File: src/hw/rtl/fme_pkg.sv
// fme_pkg: shared types, constants and constant tables for the fuzzy membership evaluator
package fme_pkg;

  localparam int DATA_WIDTH_DEF = 16;

  localparam logic [15:0] MEM_MAX = 16'hFFFF;
  localparam logic [31:0] LN2_Q32 = 32'd2977044472;
  localparam logic [32:0] Q32_ONE = 33'h1_0000_0000;

  // exponent argument limits: p < 2^28, so n = floor(p*256 / ln2) never exceeds 23
  localparam int P_W    = 28;
  localparam int N_MAX  = 23;
  localparam int N_W    = 5;
  localparam int AD_W   = 14;
  localparam int HORNER = 13;

  typedef enum logic [2:0] {
    SHAPE_GAUSS = 3'd0,
    SHAPE_TRI   = 3'd1,
    SHAPE_TRAP  = 3'd2,
    SHAPE_ASC   = 3'd3,
    SHAPE_DESC  = 3'd4
  } shape_t;

  typedef enum logic [2:0] {
    REG_SHAPE          = 3'd0,
    REG_CENTER         = 3'd1,
    REG_SPREAD         = 3'd2,
    REG_LEFT_FOOT      = 3'd3,
    REG_LEFT_SHOULDER  = 3'd4,
    REG_RIGHT_SHOULDER = 3'd5,
    REG_RIGHT_FOOT     = 3'd6
  } cfg_reg_t;

  typedef enum logic [1:0] {
    KIND_CONST     = 2'd0,
    KIND_RAMP      = 2'd1,
    KIND_GAUSS     = 2'd2,
    KIND_GAUSS_INV = 2'd3
  } kind_t;

  typedef struct packed {
    kind_t       kind;
    logic [15:0] cval;
    logic        st;
  } side_t;

  // ceil(2^(32+l)/j) with l = clog2(j): exact floor division of any 32-bit value by j
  localparam logic [32:0] RECIP [1:HORNER] = '{
    33'(((66'd1 << (32 + $clog2(1)))  + 66'd0)  / 66'd1),
    33'(((66'd1 << (32 + $clog2(2)))  + 66'd1)  / 66'd2),
    33'(((66'd1 << (32 + $clog2(3)))  + 66'd2)  / 66'd3),
    33'(((66'd1 << (32 + $clog2(4)))  + 66'd3)  / 66'd4),
    33'(((66'd1 << (32 + $clog2(5)))  + 66'd4)  / 66'd5),
    33'(((66'd1 << (32 + $clog2(6)))  + 66'd5)  / 66'd6),
    33'(((66'd1 << (32 + $clog2(7)))  + 66'd6)  / 66'd7),
    33'(((66'd1 << (32 + $clog2(8)))  + 66'd7)  / 66'd8),
    33'(((66'd1 << (32 + $clog2(9)))  + 66'd8)  / 66'd9),
    33'(((66'd1 << (32 + $clog2(10))) + 66'd9)  / 66'd10),
    33'(((66'd1 << (32 + $clog2(11))) + 66'd10) / 66'd11),
    33'(((66'd1 << (32 + $clog2(12))) + 66'd11) / 66'd12),
    33'(((66'd1 << (32 + $clog2(13))) + 66'd12) / 66'd13)
  };

  // smallest p with p*256 >= m*ln2
  function automatic logic [P_W-1:0] ln2_thr(input int m);
    logic [63:0] prod;
    prod = 64'(m) * 64'(LN2_Q32) + 64'd255;
    return P_W'(prod >> 8);
  endfunction

  function automatic logic [35:0] n_ln2(input logic [N_W-1:0] n);
    return 36'(n) * 36'(LN2_Q32);
  endfunction

endpackage

File: src/hw/rtl/fme_div_bit.sv
// fme_div_bit: one restoring division stage, one quotient bit per register stage
module fme_div_bit #(
  parameter int W = 16
) (
  input  logic         clk,
  input  logic         en,
  input  logic [W-1:0] rem_in,
  input  logic [15:0]  lq_in,
  input  logic [W-1:0] den_in,
  output logic [W-1:0] rem_out,
  output logic [15:0]  lq_out,
  output logic [W-1:0] den_out
);
  import fme_pkg::*;

  logic [W:0] sh;
  logic       ge;

  // low dividend bits shift out of lq while quotient bits shift in
  assign sh = {rem_in, lq_in[15]};
  assign ge = sh >= {1'b0, den_in};

  always_ff @(posedge clk) begin
    if (en) begin
      rem_out <= ge ? W'(sh - {1'b0, den_in}) : W'(sh);
      lq_out  <= {lq_in[14:0], ge};
      den_out <= den_in;
    end
  end

endmodule

File: config.mk
export PLATFORM = sky130hd
export DESIGN_NAME = fme_div_bit
export DESIGN_NICKNAME = d
export VERILOG_FILES = /design/src/hw/rtl/fme_pkg.sv /design/src/hw/rtl/fme_div_bit.sv
export SDC_FILE = /design/constraint.sdc
export NUM_CORES = 1
export LEC_CHECK = 0
export BUFFER_PORTS_ARGS = -buffer_cell sky130_fd_sc_hd__buf_2
export CORE_AREA = 2 2 84 86
export DETAILED_ROUTE_END_ITERATION = 16
export DIE_AREA = 0 0 86 88
export PLACE_DENSITY_LB_ADDON = 0.25
export SLEW_MARGIN = 15
export SYNTH_ARGS = -nofsm -noshare
export SYNTH_HDL_FRONTEND = slang
export SYNTH_SLANG_ARGS = --single-unit
File: constraint.sdc
create_clock -name clk -period 2.6 [get_ports clk]
set_input_delay 0.13 -clock clk [delete_from_list [all_inputs] [get_ports clk]]
set_output_delay 0.13 -clock clk [all_outputs]
set_load 0.05 [all_outputs]
Word level (Yosys, flattened, before mapping) --
Cells that the tools add are included.
Cells by class: mux-type cells 1, $add $sub $neg 1, magnitude comparators 1
Operator list (number):
- $ge 17x16->1 | 1
- $mux 16 | 1
- $sub 16x16->16 | 1
Word-level totals: output and inout bits 48, bits in registers 48

Depth between registers and ports, before layout --
word-level depth 2, gate-level depth with buffers 10, depth with buffers taken out 9

Least setup slack after synthesis --
OpenSTA, ideal clock, no wires.
path type input to register, from input den_in[4], to register rem_out[10], data pin, data required time 2340 ps, cell stages on the path 9, slack 321 ps, path buffers 1, setup time 260 ps, arrival time 2018 ps, cells stage by stage inv_1 ha_1 a211oi_1 o211ai_1 o21ai_2 o211ai_2 a31oi_4 buf_6 mux2_4
Between the ends: word-level cells in the longest chain between the ends 2
RTL lines:
- start: declaration | line fme_div_bit.sv:9 | input logic [W-1:0] den_in,
- $sub 16x16->16 / $ge 17x16->1 (equally long branches) | line fme_div_bit.sv:25, fme_div_bit.sv:21
- $mux 16 (*) | line fme_div_bit.sv:25 | rem_out <= ge ? W'(sh - {1'b0, den_in}) : W'(sh);
- end signal: assignment | line fme_div_bit.sv:25
- end: declaration | line fme_div_bit.sv:10 | output logic [W-1:0] rem_out,
Every way passes the cells marked *; elsewhere a longest branch is shown, timed or not. A chain may end at the register's enable or synchronous reset.

Worst setup path in the final report --
from input den_in[12], to register rem_out[13], data pin
Same word-level chain as after synthesis.

==> impl_metrics.yaml <==
power_and_ir_drop:
  leakagePower_nw: 1.59
  share_comb_of_total_power_pct: 33.5
  ir_worst_vdd_mv: 0.239
  swShare_pct: 34.3
  report.power.total_w: 0.00228
  p_sw_w: 0.000781
  pwr_density_cell_nw_per_um2: 649
  pwr-share-clk_pct: 24.1
  p_seq_share_pct: 42.5
  p_int_w: 0.00150
die:
  die_height_um: 88
  die-width_um: 86
  initial_core_util_pct: 38.9
  ioPinCount: 98
  row_count: 30
  die_area_um2: 7570
  coreArea_um2: 6640
critical_path:
  worst_setup_path_start_kind: "input pin"
  crit_fanout: 13
  end_kind: "flip-flop"
  critPathRequiredTime_ns: 2.66
  critical_path_arrival_ns: 2.53
  path_class: "input pin to flip-flop"
logic_synthesis:
  postSynthAreaPerCell_um2: 12.7
  ys_seq_area_share_pct: 55.7
  async_reset_ff_share_pct: 0
  ys_ff_latch: 48
  ys_warn_count: 0
  synth_area_um2: 2590
  synthDistinctLibCells: 39
  syn_nets: 270
  synth_edf_count: 48
  synth_cells: 203
  yosys_most_used_dff: "edfxtp_1"
clock_tree:
  cts_sinks: 48
  clock_path_buffers: 2
  cts_tree: "built"
  cts.clk_slew.worst_paths_ns: 0.09
  cts-htree-levels: 2
  cts.root.buffer_cell: "clkbuf_8"
  cts_buffers: 5
run_status:
  status: "finished, final reports clean"
final_layout:
  diodes: 0
  nets: 395
  final_common_cell: "buf_2"
  drive_above_1_share_pct: 41.9
  syn2layout_area_growth_pct: 35.6
  fin_area_um2: 3510
  final_cell_mix: "buf_2, edfxtp_1, inv_1, ha_1, dlygate4sd3_1"
drt:
  drtPass1Iterations: 4
  drtIter0Drc: 48
  antenna_left: 0
  post_drt_wl_per_cell_um: 13.9
  vias: 1985
  drt-total-wl_um: 5700
  drc: 0
  via_per_inst: 4.85
global_route:
  antenna_found_initial: 0
  grt_use_met1_pct: 19.0
  gr-usage-met3_pct: 3.30
  grt_use_total_pct: 14.9
  use_met2_pct: 25.2
  grt_busiest_layer: "met2"
  grt_pass1_vias: 1862
  grt-ovfl-total: 0
  grt_pass1_wl_um: 8740
  grt_max_degree: 23
placed_design:
  hpwlAfterDp_um: 4270
  dpl-instance-area_um2: 3230
  portBuffers: 97
  globalplace.congestion: 0.823
timing:
  drv_slew: 0
  fin_crit_sh_pct: 95.3
  period_needed_ns: 2.48
  timing.fmax_mhz: 404
  worst_pin_slew_ns: 0.543
  rsz0062_at_grt: "true"
  relSlewSlack_pct: 63.4
  setup_violations: 0
  timing_hold_violations_final: 0
run:
  drv_cap: 0
worst_hold_path:
  min_path_type: "input pin to flip-flop"
==> cells in the mapped netlist (2+ instances only) <==
library cell  instances  area share, %
inv_1                22            3.2
xor2_1                3            1.0
o31a_1                2           0.68
a21oi_1              14            2.7
a211oi_1              5            1.5
ha_1                 16            7.7
xnor2_1               6            2.0
a21boi_0              2           0.58
a21o_1                7            2.0
nor2b_1               3           0.73
mux2_4                6            3.5
o21a_1                3           0.87
nor2_1               12            1.7
nand3_1               3           0.58
nand2_1               8            1.2
edfxtp_1             48             56
mux2_2                7            3.0
mux2i_1               2           0.77
nand4_1               2           0.48
buf_4                 2           0.58
o21ai_0              12            2.3
==> per-stage QoR <==
stage	hold WS, ns	utilization (%)	setup slack, ns	setup TNS, ns	cells
finish	0.00787	52.8	0.123	0	409
global route	0.00110	52.8	-0.0134	-0.0201	409
CTS	0.00113	51.8	0.0407	0	404
detailed placement	0.308	48.6	0.109	0	386
global placement	0.307	48.6	0.0993	0	386
floorplan	0.229	-	0.321	0	203
==> registers in the layout (all words and copies together) (netlist names) <==
signal	flops
den_out	16
lq_out	16
rem_out	16
==> final timing paths <==
check	endpoint	from	cells past startpoint
setup / recovery	rem_out[13]$_DFFE_PP_	den_in[12]	10
hold / removal	lq_out[12]$_DFFE_PP_	lq_in[11]	1
==> cell type report <==
cell class              instances  area (um2)
clock buffers                   5        68.8
flip-flops and latches         48        1440
fillers                       618        3140
repair buffers                122         718
clock inverters                 3        42.5
multi-input cells             129        1050
well taps                      80         100
inverters                      22        82.6
==> power by group through the flow <==
stage	Clock, W	Combinational, W	Sequential [W]
floorplan	0	0.000257	0.00128
global placement	0	0.000732	0.000986
detailed placement	0	0.000739	0.000986
CTS	0.000564	0.000753	0.000969
global route	0.000589	0.000816	0.000977
finish	0.000548	0.000762	0.000968
==> critical path, cell delays in order <==
cell           delay [ns]
dlygate4sd3_1        0.52
buf_2                0.10
inv_1                0.06
ha_4                 0.30
nand4_2              0.14
or4_4                0.55
o211ai_2             0.12
a31oi_4              0.13
buf_12               0.18
mux2_4               0.29
==> layer usage <==
layer / share of wire (%) / vias to the layer above / wire length [um]
li1: - / 1007 / -
met1: 46 / 915 / 2610
met2: 48 / 58 / 2710
met3: 5.3 / 5 / 302
met4: 1.3 / 0 / 73
met5: 0 / - / 0
==> logic make-up (layout without fill, tap and decap cells) <==
kind of cell / after synthesis / after routing / share of synthesized area [%]
xor gates and xnor gates: 9 / 9 / 3.05
adders and majority gates: 17 / 17 / 8.51
and+or+nand+nor: 33 / 33 / 6.39
AOI/OAI and AO/OA: 55 / 55 / 14.6
buffers and inverters: 26 / 152 / 4.40
muxes: 15 / 15 / 7.31
DFF: 48 / 48 / 55.7
==> repair_timing <==
action / 4_1_cts / 5_1_grt
gates resized for setup: 0 / 6
buffers inserted: 0 / 2
hold buffers: 10 / 3
endpoints found under the setup margin: 0 / 14
hold endpoints to repair: 10 / 3
No activity file was read; power rests on OpenSTA's default activity.
