<file path="config.mk">
export PLATFORM = sky130hd
export DESIGN_NAME = fme_exp_step
export DESIGN_NICKNAME = d
export VERILOG_FILES = /design/src/hw/rtl/fme_pkg.sv /design/src/hw/rtl/fme_exp_step.sv
export SDC_FILE = /design/constraint.sdc
export NUM_CORES = 2
export LEC_CHECK = 0
export BUFFER_PORTS_ARGS = -buffer_cell sky130_fd_sc_hd__buf_2
export CAP_MARGIN = 10
export CELL_PAD_IN_SITES_DETAIL_PLACEMENT = 0
export CELL_PAD_IN_SITES_GLOBAL_PLACEMENT = 2
export CORE_MARGIN = 2
export CORE_UTILIZATION = 43
export DETAILED_ROUTE_END_ITERATION = 6
export PLACE_DENSITY_LB_ADDON = 0.25
export SYNTH_ARGS = -nofsm -noshare
export SYNTH_HDL_FRONTEND = slang
export SYNTH_SLANG_ARGS = --single-unit
</file>
<file path="constraint.sdc">
create_clock -name clk -period 8.4 [get_ports clk]
set_input_delay 0.42 -clock clk [delete_from_list [all_inputs] [get_ports clk]]
set_output_delay 0.42 -clock clk [all_outputs]
set_load 0.005 [all_outputs]
</file>
<file path="src/hw/rtl/fme_pkg.sv">
// fme_pkg: shared types, constants and constant tables for the fuzzy membership evaluator
package fme_pkg;

  localparam int DATA_WIDTH_DEF = 16;

  localparam logic [15:0] MEM_MAX = 16'hFFFF;
  localparam logic [31:0] LN2_Q32 = 32'd2977044472;
  localparam logic [32:0] Q32_ONE = 33'h1_0000_0000;

  // exponent argument limits: p < 2^28, so n = floor(p*256 / ln2) never exceeds 23
  localparam int P_W    = 28;
  localparam int N_MAX  = 23;
  localparam int N_W    = 5;
  localparam int AD_W   = 14;
  localparam int HORNER = 13;

  typedef enum logic [2:0] {
    SHAPE_GAUSS = 3'd0,
    SHAPE_TRI   = 3'd1,
    SHAPE_TRAP  = 3'd2,
    SHAPE_ASC   = 3'd3,
    SHAPE_DESC  = 3'd4
  } shape_t;

  typedef enum logic [2:0] {
    REG_SHAPE          = 3'd0,
    REG_CENTER         = 3'd1,
    REG_SPREAD         = 3'd2,
    REG_LEFT_FOOT      = 3'd3,
    REG_LEFT_SHOULDER  = 3'd4,
    REG_RIGHT_SHOULDER = 3'd5,
    REG_RIGHT_FOOT     = 3'd6
  } cfg_reg_t;

  typedef enum logic [1:0] {
    KIND_CONST     = 2'd0,
    KIND_RAMP      = 2'd1,
    KIND_GAUSS     = 2'd2,
    KIND_GAUSS_INV = 2'd3
  } kind_t;

  typedef struct packed {
    kind_t       kind;
    logic [15:0] cval;
    logic        st;
  } side_t;

  // ceil(2^(32+l)/j) with l = clog2(j): exact floor division of any 32-bit value by j
  localparam logic [32:0] RECIP [1:HORNER] = '{
    33'(((66'd1 << (32 + $clog2(1)))  + 66'd0)  / 66'd1),
    33'(((66'd1 << (32 + $clog2(2)))  + 66'd1)  / 66'd2),
    33'(((66'd1 << (32 + $clog2(3)))  + 66'd2)  / 66'd3),
    33'(((66'd1 << (32 + $clog2(4)))  + 66'd3)  / 66'd4),
    33'(((66'd1 << (32 + $clog2(5)))  + 66'd4)  / 66'd5),
    33'(((66'd1 << (32 + $clog2(6)))  + 66'd5)  / 66'd6),
    33'(((66'd1 << (32 + $clog2(7)))  + 66'd6)  / 66'd7),
    33'(((66'd1 << (32 + $clog2(8)))  + 66'd7)  / 66'd8),
    33'(((66'd1 << (32 + $clog2(9)))  + 66'd8)  / 66'd9),
    33'(((66'd1 << (32 + $clog2(10))) + 66'd9)  / 66'd10),
    33'(((66'd1 << (32 + $clog2(11))) + 66'd10) / 66'd11),
    33'(((66'd1 << (32 + $clog2(12))) + 66'd11) / 66'd12),
    33'(((66'd1 << (32 + $clog2(13))) + 66'd12) / 66'd13)
  };

  // smallest p with p*256 >= m*ln2
  function automatic logic [P_W-1:0] ln2_thr(input int m);
    logic [63:0] prod;
    prod = 64'(m) * 64'(LN2_Q32) + 64'd255;
    return P_W'(prod >> 8);
  endfunction

  function automatic logic [35:0] n_ln2(input logic [N_W-1:0] n);
    return 36'(n) * 36'(LN2_Q32);
  endfunction

endpackage

</file>
<file path="src/hw/rtl/fme_exp_step.sv">
// fme_exp_step: one two-stage horner step of the exp(-r) series, e' = 1 - (r*e)/j
module fme_exp_step #(
  parameter int J = 1
) (
  input  logic        clk,
  input  logic        en,
  input  logic [31:0] r_in,
  input  logic [32:0] e_in,
  output logic [31:0] r_out,
  output logic [32:0] e_out
);
  import fme_pkg::*;

  localparam int SH = 32 + $clog2(J);

  logic [64:0] prod;
  logic [31:0] q;
  logic [31:0] r_mid;
  logic [65:0] qm;
  logic [31:0] quo;

  assign prod = 65'(r_in) * 65'(e_in);
  assign qm   = 66'(q) * 66'(RECIP[J]);
  assign quo  = 32'(qm >> SH);

  always_ff @(posedge clk) begin
    if (en) begin
      q     <= prod[63:32];
      r_mid <= r_in;
      r_out <= r_mid;
      e_out <= Q32_ONE - 33'(quo);
    end
  end

endmodule

</file>
## Yosys cells after proc, flatten, opt, wreduce, memory -nomap -nowiden

Index checks and enable logic that the tools add are counted.

| operators by class | value |
|---|---|
| add/sub/neg operators | 1 |
| $mul | 1 |

Operator list:

| operator | count |
|---|---|
| 32-bit by 33-bit multiplier with 64-bit output | 1 |
| 33-bit by 32-bit subtractor with 33-bit output (first input constant) | 1 |

| word-level totals | value |
|---|---|
| register bits after elaboration | 129 |
| input bits | 67 |
| output and inout bits | 65 |

## Logic depth before layout (Yosys ltp)

| depth | value |
|---|---|
| depth in word-level cells | 1 |
| gate-level depth with buffers | 28 |
| gate-level depth less buffers | 27 |

## Least setup slack after synthesis

Ideal clock, no wire load.

| timing path | value |
|---|---|
| path kind | input to register |
| from | input port e_in[12] |
| to | register q[17] (data pin) |
| arrival | 7.072 ns |
| data required time | 8.137 ns |
| path slack | 1.065 ns |
| stages on the path | 26 |
| path through | clkbuf_1 and2_1 fa_1 fa_1 fa_1 inv_1 fa_1 inv_1 fa_1 inv_1 fa_1 inv_1 fa_1 inv_1 fa_1 inv_1 ha_1 a21o_1 a21o_1 a211oi_2 a31oi_1 a2111o_1 o21a_1 o31ai_4 o21ai_2 xor2_1 |

| between the ends | value |
|---|---|
| cells in the longest elaborated chain, start to end | 1 |

RTL lines:

| element | line | RTL |
|---|---|---|
| start: declaration | fme_exp_step.sv:8 | `input logic [32:0] e_in,` |
| 32-bit by 33-bit multiplier with 64-bit output | fme_exp_step.sv:22 | `assign prod = 65'(r_in) * 65'(e_in);` |
| named net prod[49] | fme_exp_step.sv:16 | `logic [64:0] prod;` |
| end signal: assignment | fme_exp_step.sv:28 | `q <= prod[63:32];` |
| end: declaration | fme_exp_step.sv:17 | `logic [31:0] q;` |

The timed path passes the listed nets, and every way through them passes these cells.
A chain may end at the register's enable or synchronous reset.

## Worst setup path in the final report

| timing path | value |
|---|---|
| from | input port r_in[7] |
| to | register q[31] (data pin) |

| between the ends | value |
|---|---|
| cells in the longest elaborated chain, start to end | 1 |

RTL lines:

| element | line | RTL |
|---|---|---|
| start: declaration | fme_exp_step.sv:7 | `input logic [31:0] r_in,` |
| 32-bit by 33-bit multiplier with 64-bit output | fme_exp_step.sv:22 |  |
| named net prod[63] | fme_exp_step.sv:16 |  |

The timed path passes the listed nets, and every way through them passes these cells.

==> run summary <==
The flip-flop and latch count after synthesis was 129. Class of the most critical hold timing path: input pin to flip-flop. The cell count after synthesis came out at 3898.

The tools report the floorplan die area as 89720 µm². Summed over all instances, the cell type with the most area after synthesis is fa_1. Logic depth of the worst path, buffers included: 25. TritonCTS built the clock tree. At the worst endpoint, the required time is 8.64 ns. After global routing, the most crowded layer is met2. The logs give 132 for the I/O pin total and 172300 µm for the first-pass GRT wire length.

The via count of the first global-routing pass was 28950. The tools report the global-route met2 utilization as 47.51%. The number of buffers and inverters on the critical path is 6.

By instance count, the cell type seen most on the critical path is fa_1. For this run, the share of the core covered by cells in the final layout is 46.88%. The count of pins over their slew limit is 0, and the number of fillers in the final layout is 8460. Max-cap violations in this run came to 0. The floorplan step set the die width to 299.5 µm.

The run gives 43.36% as the initial core utilization. The logs give 2.479% for the routing usage on met3 and 129 for the number of sinks on the clock net. For the final routed database, the setup TNS stands at 0 ns. Input and output buffers added on the ports amount to 131.

In the final layout, the share of cells above drive strength 1 is 7.808%. The time the final worst path needs with I/O delays and setup works out to 7.671 ns. The clock tree root driver cell was clkbuf_16. The arrival time reported for the critical path endpoint came out at 7.91 ns. The DRC violation total after the first TritonRoute iteration is 1056, and the area inside the core boundary is 86620 µm². Using the TritonRoute via totals, the vias-per-cell ratio works out to 4.989.

In this run the post-CTS setup repair buffer count came out at 0. The share of the clock period used by the worst path was 91.33%. The number of antenna violations at the first check in global routing was 1.

For the sequential cell area fraction in the yosys report, the log shows 10.31%. The path with the worst hold slack has its endpoint at r_mid[10]$_DFFE_PP_. The final layout contains 5230 nets. Setup repair after global routing left no endpoint under its margin. The routed length per instance was 21.29 µm. The TritonCTS buffer count is 17, and the number of setup violations in the final report is 0. STA classifies the critical path endpoint as a flip-flop. The flow ran to the end, and the final reports show no timing, DRC or antenna violations. The hold violation count in the final report came out at 0. The standard cell with the maximum stage delay on the critical path was fa_1. For the placement row count, the log shows 108. For this run, design rule violations remaining after detail routing come to 0. Distinct cell type count of the synthesized netlist: 58. Between clock sinks in the finished design, the worst skew comes to 0.02928 ns.

Entering global routing, the biggest net connects 85 pins. The wire-length estimate of the detail-placed layout is 91800 µm. Global routing finished with a remaining overflow of 0. The detailed router placed 25700 vias in this run.

For the area used by sequential logic in the layout, the log shows 3874 µm². Summing all multi-input logic gate instances after layout gives 29390 µm². The maximum net fanout on the critical path came out at 19. Highest cell delay on the worst timing path: 0.56 ns.

The total number of yosys warnings came out at 0. The critical path launch point type is an input pin. The number of nets still failing antenna checks after routing was 0.

For the total detailed-routing wirelength, the log shows 109600 µm. The vertical extent of the die was 299.5 µm; the path depth of the worst reg2reg path was 8. In this run the number of H-tree levels came out at 4. At the end of routability-driven placement, the weighted congestion stood at 0.8601. The highest attainable clock frequency is 130.4 MHz, and the clock latency of the later-clocked register in the worst-skew pair is 0.51 ns. The hold-critical path depth was 1; the deepest clock path buffer count was 2. The mapped netlist covers 37560 µm².

The beginning of the worst hold path is r_in[10]. After clock tree synthesis, the clock-pin slew on the worst setup and hold paths is 0.08 ns. The dominant register cell in the synthesized netlist is edfxtp_1. For the number of optimization iterations in the first detailed-route pass, the log shows 6. Kind of critical path: input pin to flip-flop. Once the clock tree was built, the resizer swapped 0 gates to a different size.

The tools report the source of the worst register-to-register timing path as q[8]$_DFFE_PP_. After synthesis, the largest area contributor takes up 49.25% of total cell area. The setup check on the worst reg-to-reg path leaves a slack of 5.48 ns. Measured against its own limit, the worst slew margin works out to 39.57%. Buffers inserted to repair hold after CTS numbered 0. In the global route stage, met1 resource usage came out at 31.20%. After synthesis, the cell types taking the most area are fa_1 (49%), edfxtp_1 (10%), inv_1 (9.4%). Kind of cell with the highest combined delay on the critical path: adder cells. At the pin with the least slew margin, the transition time is 0.9065 ns. The total nets after synthesis was 5145. For this run, the total global-route usage over all layers was measured as 25.78%. The endpoint identified for the worst register-to-register timing path is e_out[29]$_DFFE_PP_.

The area growth from synthesis to final layout is 8.112%. Per-instance average area after synthesis: 9.635 µm². The repair_antennas step left the layout with diodes totalling 0.

In this run, synthesis inferred 129 flip-flops with an integrated enable. Share of flip-flops with an asynchronous set or reset: 0%.
==> worst reg2reg max path: cells and delay by family (launching register included) <==
family	cells	cell delay [ns]
flops	1	0.46
simple gates	7	2.05
xor+xnor	1	0.15
==> layout by cell type, fill, tap and decap left out, types with 46 or more instances in the layout <==
| master | instances |
|---|---|
| buf_2 | 130 |
| nand2_1 | 588 |
| a21oi_1 | 57 |
| buf_4 | 128 |
| ha_1 | 256 |
| and2_1 | 503 |
| edfxtp_1 | 129 |
| xnor2_1 | 46 |
| fa_1 | 924 |
| inv_1 | 943 |
==> how the worst max path moves through the flow <==
stage | startpoint | slack, ns | endpoint
floorplan | e_in[12] | 1.06 | q[17]$_DFFE_PP_
global placement | r_in[18] | 0.23 | q[31]$_DFFE_PP_
detailed placement | r_in[7] | 0.21 | q[31]$_DFFE_PP_
CTS | r_in[7] | 0.73 | q[31]$_DFFE_PP_
global route | r_in[11] | 0.28 | q[31]$_DFFE_PP_
finish | r_in[7] | 0.73 | q[31]$_DFFE_PP_
==> cells in the mapped netlist (6+ instances only) <==
master	count
xnor2_1	46
nor2_1	37
nand4_1	13
inv_1	943
a21o_1	16
or3_1	7
fa_1	924
o21bai_1	8
nand3_1	18
edfxtp_1	129
nor3_1	19
o21ai_0	25
ha_1	256
nand2_1	588
a21oi_1	57
o21a_1	6
and2_1	503
clkbuf_1	198
xor2_1	20
nand2b_1	7
==> through the flow <==
step           std cells  setup WS, ns  hold slack, ns  cell area [µm²]
4_1_cts             5151        0.7308          0.2890            40600
3_5_place_dp        5119        0.2062          0.4045            40010
3_3_place_gp        5119        0.2290          0.4013            40010
6_report            5151        0.7285          0.3269            40600
5_1_grt             5151        0.2837          0.3090            40600
2_1_floorplan       3898         1.065          0.4003            37560
==> per-layer routing <==
layer | vias up | wire, µm | part of all wire, %
li1 | 11490 | - | -
met1 | 13640 | 43480 | 40
met5 | - | 0 | 0
met4 | 0 | 4146 | 3.8
met3 | 144 | 2922 | 2.7
met2 | 423 | 59090 | 54
==> registers in the layout, indices dropped and copies added (netlist names) <==
name / count
e_out: 33
q: 32
r_out: 32
r_mid: 32
==> area by class of cell <==
type	instances	share of cell area, %
clock buffers	17	1.048
inverters	943	8.718
multi-input cells	2626	72.38
clock inverters	15	0.4098
flip-flops and latches	129	9.541
repair buffers	266	4.342
well taps	1155	3.559
==> cell families (layout without fill, tap and decap cells) <==
family          Yosys count  in the layout  synth area share (%)
compound gates          158            158                 2.749
xor+xnor                 66             66                 1.539
fa+ha+maj              1180           1180                 57.78
buf+inv                1143           1241                 11.43
flops                   129            129                 10.31
mux                       1              1               0.02998
simple gates           1221           1221                 16.15
Power is not shown: default switching activity piles up to over one toggle a cycle in this logic, so the estimate is an artifact.
